==> config.mk <==
export PLATFORM = sky130hd
export DESIGN_NAME = dcpe_cell
export DESIGN_NICKNAME = d
export VERILOG_FILES = /design/src/hw/rtl/dcpe_pkg.sv /design/src/hw/rtl/dcpe_cell.sv
export SDC_FILE = /design/constraint.sdc
export NUM_CORES = 1
export LEC_CHECK = 0
export ABC_AREA = 1
export BUFFER_PORTS_ARGS = -buffer_cell sky130_fd_sc_hd__buf_4
export CORE_ASPECT_RATIO = 0.6
export CORE_MARGIN = 3
export CORE_UTILIZATION = 50
export DETAILED_ROUTE_END_ITERATION = 10
export GPL_TIMING_DRIVEN = 0
export MAX_ROUTING_LAYER = met4
export PLACE_DENSITY_LB_ADDON = 0.15
export SYNTH_ARGS = -nofsm -noshare
export SYNTH_HDL_FRONTEND = slang
export SYNTH_SLANG_ARGS = --single-unit
==> constraint.sdc <==
create_clock -name clk -period 25.5 [get_ports clk]
set_input_delay 3.825 -clock clk [delete_from_list [all_inputs] [get_ports clk]]
set_output_delay 3.825 -clock clk [all_outputs]
set_load 0.03 [all_outputs]
==> src/hw/rtl/dcpe_pkg.sv <==
// Package with shared constants, types and the saturation helper for the evaluator.
`timescale 1ns / 1ps
package dcpe_pkg;
  localparam int MAX_DEGREE_DEF = 20;
  localparam logic [15:0] T_ONE = 16'd32768;
  localparam logic signed [15:0] VAL_ONE = 16'sd4096;
  localparam logic [4:0] DEGREE_RESET = 5'd3;
  localparam logic FUNC_LOAD = 1'b0;
  localparam logic FUNC_EVAL = 1'b1;
  localparam logic [1:0] ADDR_POLY_DEGREE = 2'd0;

  typedef struct packed {
    logic        load;
    logic        shift;
  } cell_ctrl_t;

  function automatic logic signed [15:0] sat16(input logic signed [17:0] v);
    logic signed [15:0] r;
    if (v > 18'sd32767) r = 16'sh7fff;
    else if (v < -18'sd32768) r = 16'sh8000;
    else r = v[15:0];
    return r;
  endfunction
endpackage

==> src/hw/rtl/dcpe_cell.sv <==
// One cell of the interpolation row: holds a value and interpolates toward its right neighbor.
`timescale 1ns / 1ps
module dcpe_cell (
  input  logic                clk,
  input  dcpe_pkg::cell_ctrl_t ctrl,
  input  logic signed [15:0]  load_value,
  input  logic signed [15:0]  right_value,
  input  logic [15:0]         t,
  output logic signed [15:0]  value
);
  logic signed [16:0] diff;
  logic signed [33:0] prod;
  logic signed [18:0] q;
  always_comb begin
    diff = 17'(right_value) - 17'(value);
    prod = $signed({18'd0, t}) * 34'(diff) + 34'sd16384;
    q = 19'(prod >>> 15);
  end
  always_ff @(posedge clk) begin
    if (ctrl.load) begin
      value <= load_value;
    end else if (ctrl.shift) begin
      value <= dcpe_pkg::sat16(18'(value) + q[17:0]);
    end
  end
endmodule

=== Yosys cells after proc, flatten, opt, wreduce, memory -nomap -nowiden ===
Index checks and enable logic that the tools add are counted.

* Register bits: 16
* Logic and storage cells: 12

* Add/sub/neg operators: 3
* Multiply operators: 1
* Order comparisons: 2
* Multiplexer cells: 4
* Reduce and logical (&&, ||, !) cells: 1

{| class="wikitable"
|+ Operator list
! operator !! number
|-
| two-way mux 16 bit || 4
|-
| adder 33 x 16 -> 33 bit, second input constant || 1
|-
| multiplier 17 x 17 -> 33 bit || 1
|-
| adder 18 bit || 1
|-
| greater-than comparator 18 x 16 -> 1 bit, second input constant || 1
|-
| < comparator 18 x 16 -> 1 bit, second input constant || 1
|-
| subtractor 16 x 16 -> 17 bit || 1
|-
| nonzero test 2 bit || 1
|}

=== Logic depth before layout (Yosys ltp) ===
* Depth in word-level cells: 9
* Depth in mapped cells: 50
* Mapped depth without buffers: 49

=== Worst setup path before layout ===
No wires, ideal clock.

* Kind: input -> register
* From: input right_value[0]
* To: register value[11], data pin
* Data arrival time: 11.515 ns
* Slack: 13.732 ns
* Cell stages on the path: 46
* Buffers on the path: 2
* Path through: inv_1 ha_1 fa_1 inv_1 nand2_1 nand2_1 nand2_1 o21bai_1 or2_2 nand2_1 inv_1 clkbuf_1 nand2_1 fa_1 inv_1 fa_1 inv_1 fa_1 (+10 left out) o21ai_0 a21oi_1 xnor2_1 ha_1 inv_1 o21bai_1 a21oi_1 nand2_1 inv_1 o21ai_0 xor2_1 nand2b_1 nand3_4 buf_6 nand2_2 nand2_1 nand2_1 nand2_1

* Cells in the longest elaborated chain, start to end: 9

{| class="wikitable"
|+ Ends and longest elaborated chain
! element !! RTL line !! RTL
|-
| start: declaration || dcpe_cell.sv:7 || <nowiki>input logic signed [15:0] right_value,</nowiki>
|-
| subtractor 16 x 16 -> 17 bit * || dcpe_cell.sv:15 || <nowiki>diff = 17'(right_value) - 17'(value);</nowiki>
|-
| multiplier 17 x 17 -> 33 bit * || dcpe_cell.sv:16 || <nowiki>prod = $signed({18'd0, t}) * 34'(diff) + 34'sd16384;</nowiki>
|-
| adder 33 x 16 -> 33 bit * || dcpe_cell.sv:16 ||
|-
| adder 18 bit * || dcpe_cell.sv:23 || <nowiki>value <= dcpe_pkg::sat16(18'(value) + q[17:0]);</nowiki>
|-
| < comparator 18 x 16 -> 1 bit || dcpe_pkg.sv:20 || <nowiki>else if (v < -18'sd32768) r = 16'sh8000;</nowiki>
|-
| two-way mux 16 bit || dcpe_pkg.sv:20 ||
|-
| two-way mux 16 bit * || dcpe_pkg.sv:19 || <nowiki>if (v > 18'sd32767) r = 16'sh7fff;</nowiki>
|-
| two-way mux 16 bit * || dcpe_cell.sv:22 || <nowiki>end else if (ctrl.shift) begin</nowiki>
|-
| two-way mux 16 bit * || dcpe_cell.sv:20 || <nowiki>if (ctrl.load) begin</nowiki>
|-
| end signal: assignment || dcpe_cell.sv:21 || <nowiki>value <= load_value;</nowiki>
|-
| end signal: assignment || dcpe_cell.sv:23 ||
|-
| end: declaration || dcpe_cell.sv:9 || <nowiki>output logic signed [15:0] value</nowiki>
|}

Mark *: on every way between the ends. The rest lies on a longest branch, timed or not. The select of a mux whose other input is x is not followed.
A chain may end at the register's enable or synchronous reset.

=== Worst setup path after layout ===
Same ends and word-level chain as after synthesis.

==> metrics.txt <==
sequential area share after synthesis=0.0415; Clock Tree Root=clkbuf_16; die area=0.0251 mm^2; Placed Instances=1903; total CTS buffers=3; slowest stage delay, CP=880 ps; Vias per Instance=about 5.2; FF+latch area=480 um^2; Clock Path Buffers=2; # IOs=67; min cycle time layout=between 10000 and 15000 ps; CTS sink cnt=16; filler instances=2234; EDFF count, synth=16; crit path kind=input pin to flip-flop; clk_skew=4.32 ps; DR WL/cell=17.6 um; Diodes inserted=0; clk slew on worst S/H paths=50 ps; clock insertion delay at the later pin of the skew report=about 260 ps; initial antenna violation count=0; origin of the critical flop-to-flop path=value[0]; total gr overflow=0; Total GRT Usage=0.284; worst setup path endpoint=value[11]; worst hold slack=872 ps; first-pass GRT wire length=53100 um; Max-slew headroom=0.239; die width=202 um; core area=0.0224 mm^2; Synth async-reset ratio=0; RePlAce Congestion=0.967; setup TNS=0 ps; Max Clk Rate=around 74 MHz; critical hold path startpoint=value[0]; largest net degree at the start of global routing=17; reg2reg end=value[11]; final hold violations=0; htree depth=1; most frequent cells in the layout=inv_1, nand2_1, fa_1; Cell Area, Synth=0.0116 mm^2; Synth cell types=41; Setup Buffers After CTS=0; TritonRoute pass-1 iters=7; worst r2r path cells=41; Final HPWL DP=29900 um; share of post-route cells with drive strength above 1=0.0645; Synth Instances=roughly 1500; Main synth FF type=edfxtp_1; R2R Setup Slk=~15000 ps; Multi-input gate area=0.00958 mm^2; # port buffers=61; period utilization=0.529; synthesized area per cell=between 7 and 8 um^2; Top Registers=value (16); Starting DRT DRC Count=916; post-CTS resize count=0; CTS tree=built; DR vias=9966; Required @ worst endpoint=approximately 26000 ps; Hold Crit Class=flip-flop to flip-flop; # nets final=2012; startpoint type of the worst setup path=input pin; Mapped Nets=1946; Seq cells post-synth=16; Layout Cells excl Fill=around 1900; most common cell after layout, fill and taps aside=inv_1; CTS Hold Bufs=0; Vert. Die Dim=124 um; Synth-to-Final Area Change=7.94%; Worst path slowest cell=xor2_1; max-slew violations=0; Max-Cap Viols=0; Crit. End Element=flip-flop; # setup viols final=0; crit-path max FO=10; Top reg by flops=value; crit path launch=right_value[0]; status=completed; FP Rows=42; number of flip-flops in the largest register=16; Worst-Margin Slew=approximately 1100 ps; unrepaired setup endpoints after global routing=false; Initial Util=0.517; routed wire length=33500 um; Post-route DRC=0; crit path DAT=~14000 ps; Ys Warns=0; Post-DRT Antenna Nets=0; number of global-route vias before repair=9528
[cell families after synthesis]
logic type | Yosys count | share of synthesized area
buf+inv | 394 | 0.130
xor+xnor | 34 | 0.0264
simple gates | 594 | 0.211
fa+ha+maj | 361 | 0.527
compound gates | 135 | 0.0636
flops | 16 | 0.0415
[critical path: cells and delay by family]
kind / cells / cell delay, ps
adders and majority gates: 10 / 4240
and+or+nand+nor: 14 / 1580
AOI/OAI and AO/OA: 6 / 1350
xor gates and xnor gates: 3 / 1260
buffers and inverters: 10 / 1250
[Yosys cell counts, drive strengths merged (2+ instances only)]
cell      n  area share
nand3b    2      0.0013
or2      13      0.0070
edfxtp   16       0.042
nand3    42       0.020
ha      150        0.16
a31oi     4      0.0022
xor2     21       0.016
nor2    155       0.051
o31ai     3      0.0019
a21oi    75       0.032
buf       5      0.0032
nor3      7      0.0030
fa      211        0.37
clkinv    5      0.0016
nand2   361        0.12
xnor2    13       0.010
o21ai    36       0.016
nor4      5      0.0027
o21bai    7      0.0045
a21o      6      0.0040
nand4     7      0.0038
clkbuf   24      0.0087
inv     360        0.12
[routing by layer]
layer	part of all wire	up-vias	track usage
met5	0	-	-
met4	0.0081	0	0.0233
met3	0.11	16	0.0723
met2	0.38	443	0.363
met1	0.50	4763	0.458
li1	-	4744	-
[final cells by class]
class                           count  area share
Multi-Input combinational cell   1124       0.767
Inverter                          365       0.110
Sequential cell                    16      0.0385
Timing Repair Buffer               61      0.0367
Tap cell                          308      0.0309
Buffer                             29      0.0110
Clock buffer                        3     0.00601
[how the worst min path moves through the flow]
stage          cells after the start  endpoint  slack [ps]
3_5_place_dp                       5  value[0]         860
4_1_cts                            5  value[0]         880
6_report                           5  value[0]         870
5_1_grt                            5  value[0]         940
3_3_place_gp                       5  value[0]         870
2_1_floorplan                      5  value[0]         970
[per-stage QoR]
| stage | util | instance area (um^2) | setup WS [ps] |
|---|---|---|---|
| after detailed placement | 0.554 | 12400 | 11830 |
| after floorplan | - | 11600 | 13730 |
| after CTS | 0.558 | 12500 | 12080 |
| after global placement | 0.554 | 12400 | 11930 |
| after global routing | 0.558 | 12500 | 11310 |
| final | 0.558 | 12500 | 12000 |
Power is left out: the tool's default activity adds up to more than one toggle a clock period on the data nets, which glitch-free logic cannot reach.
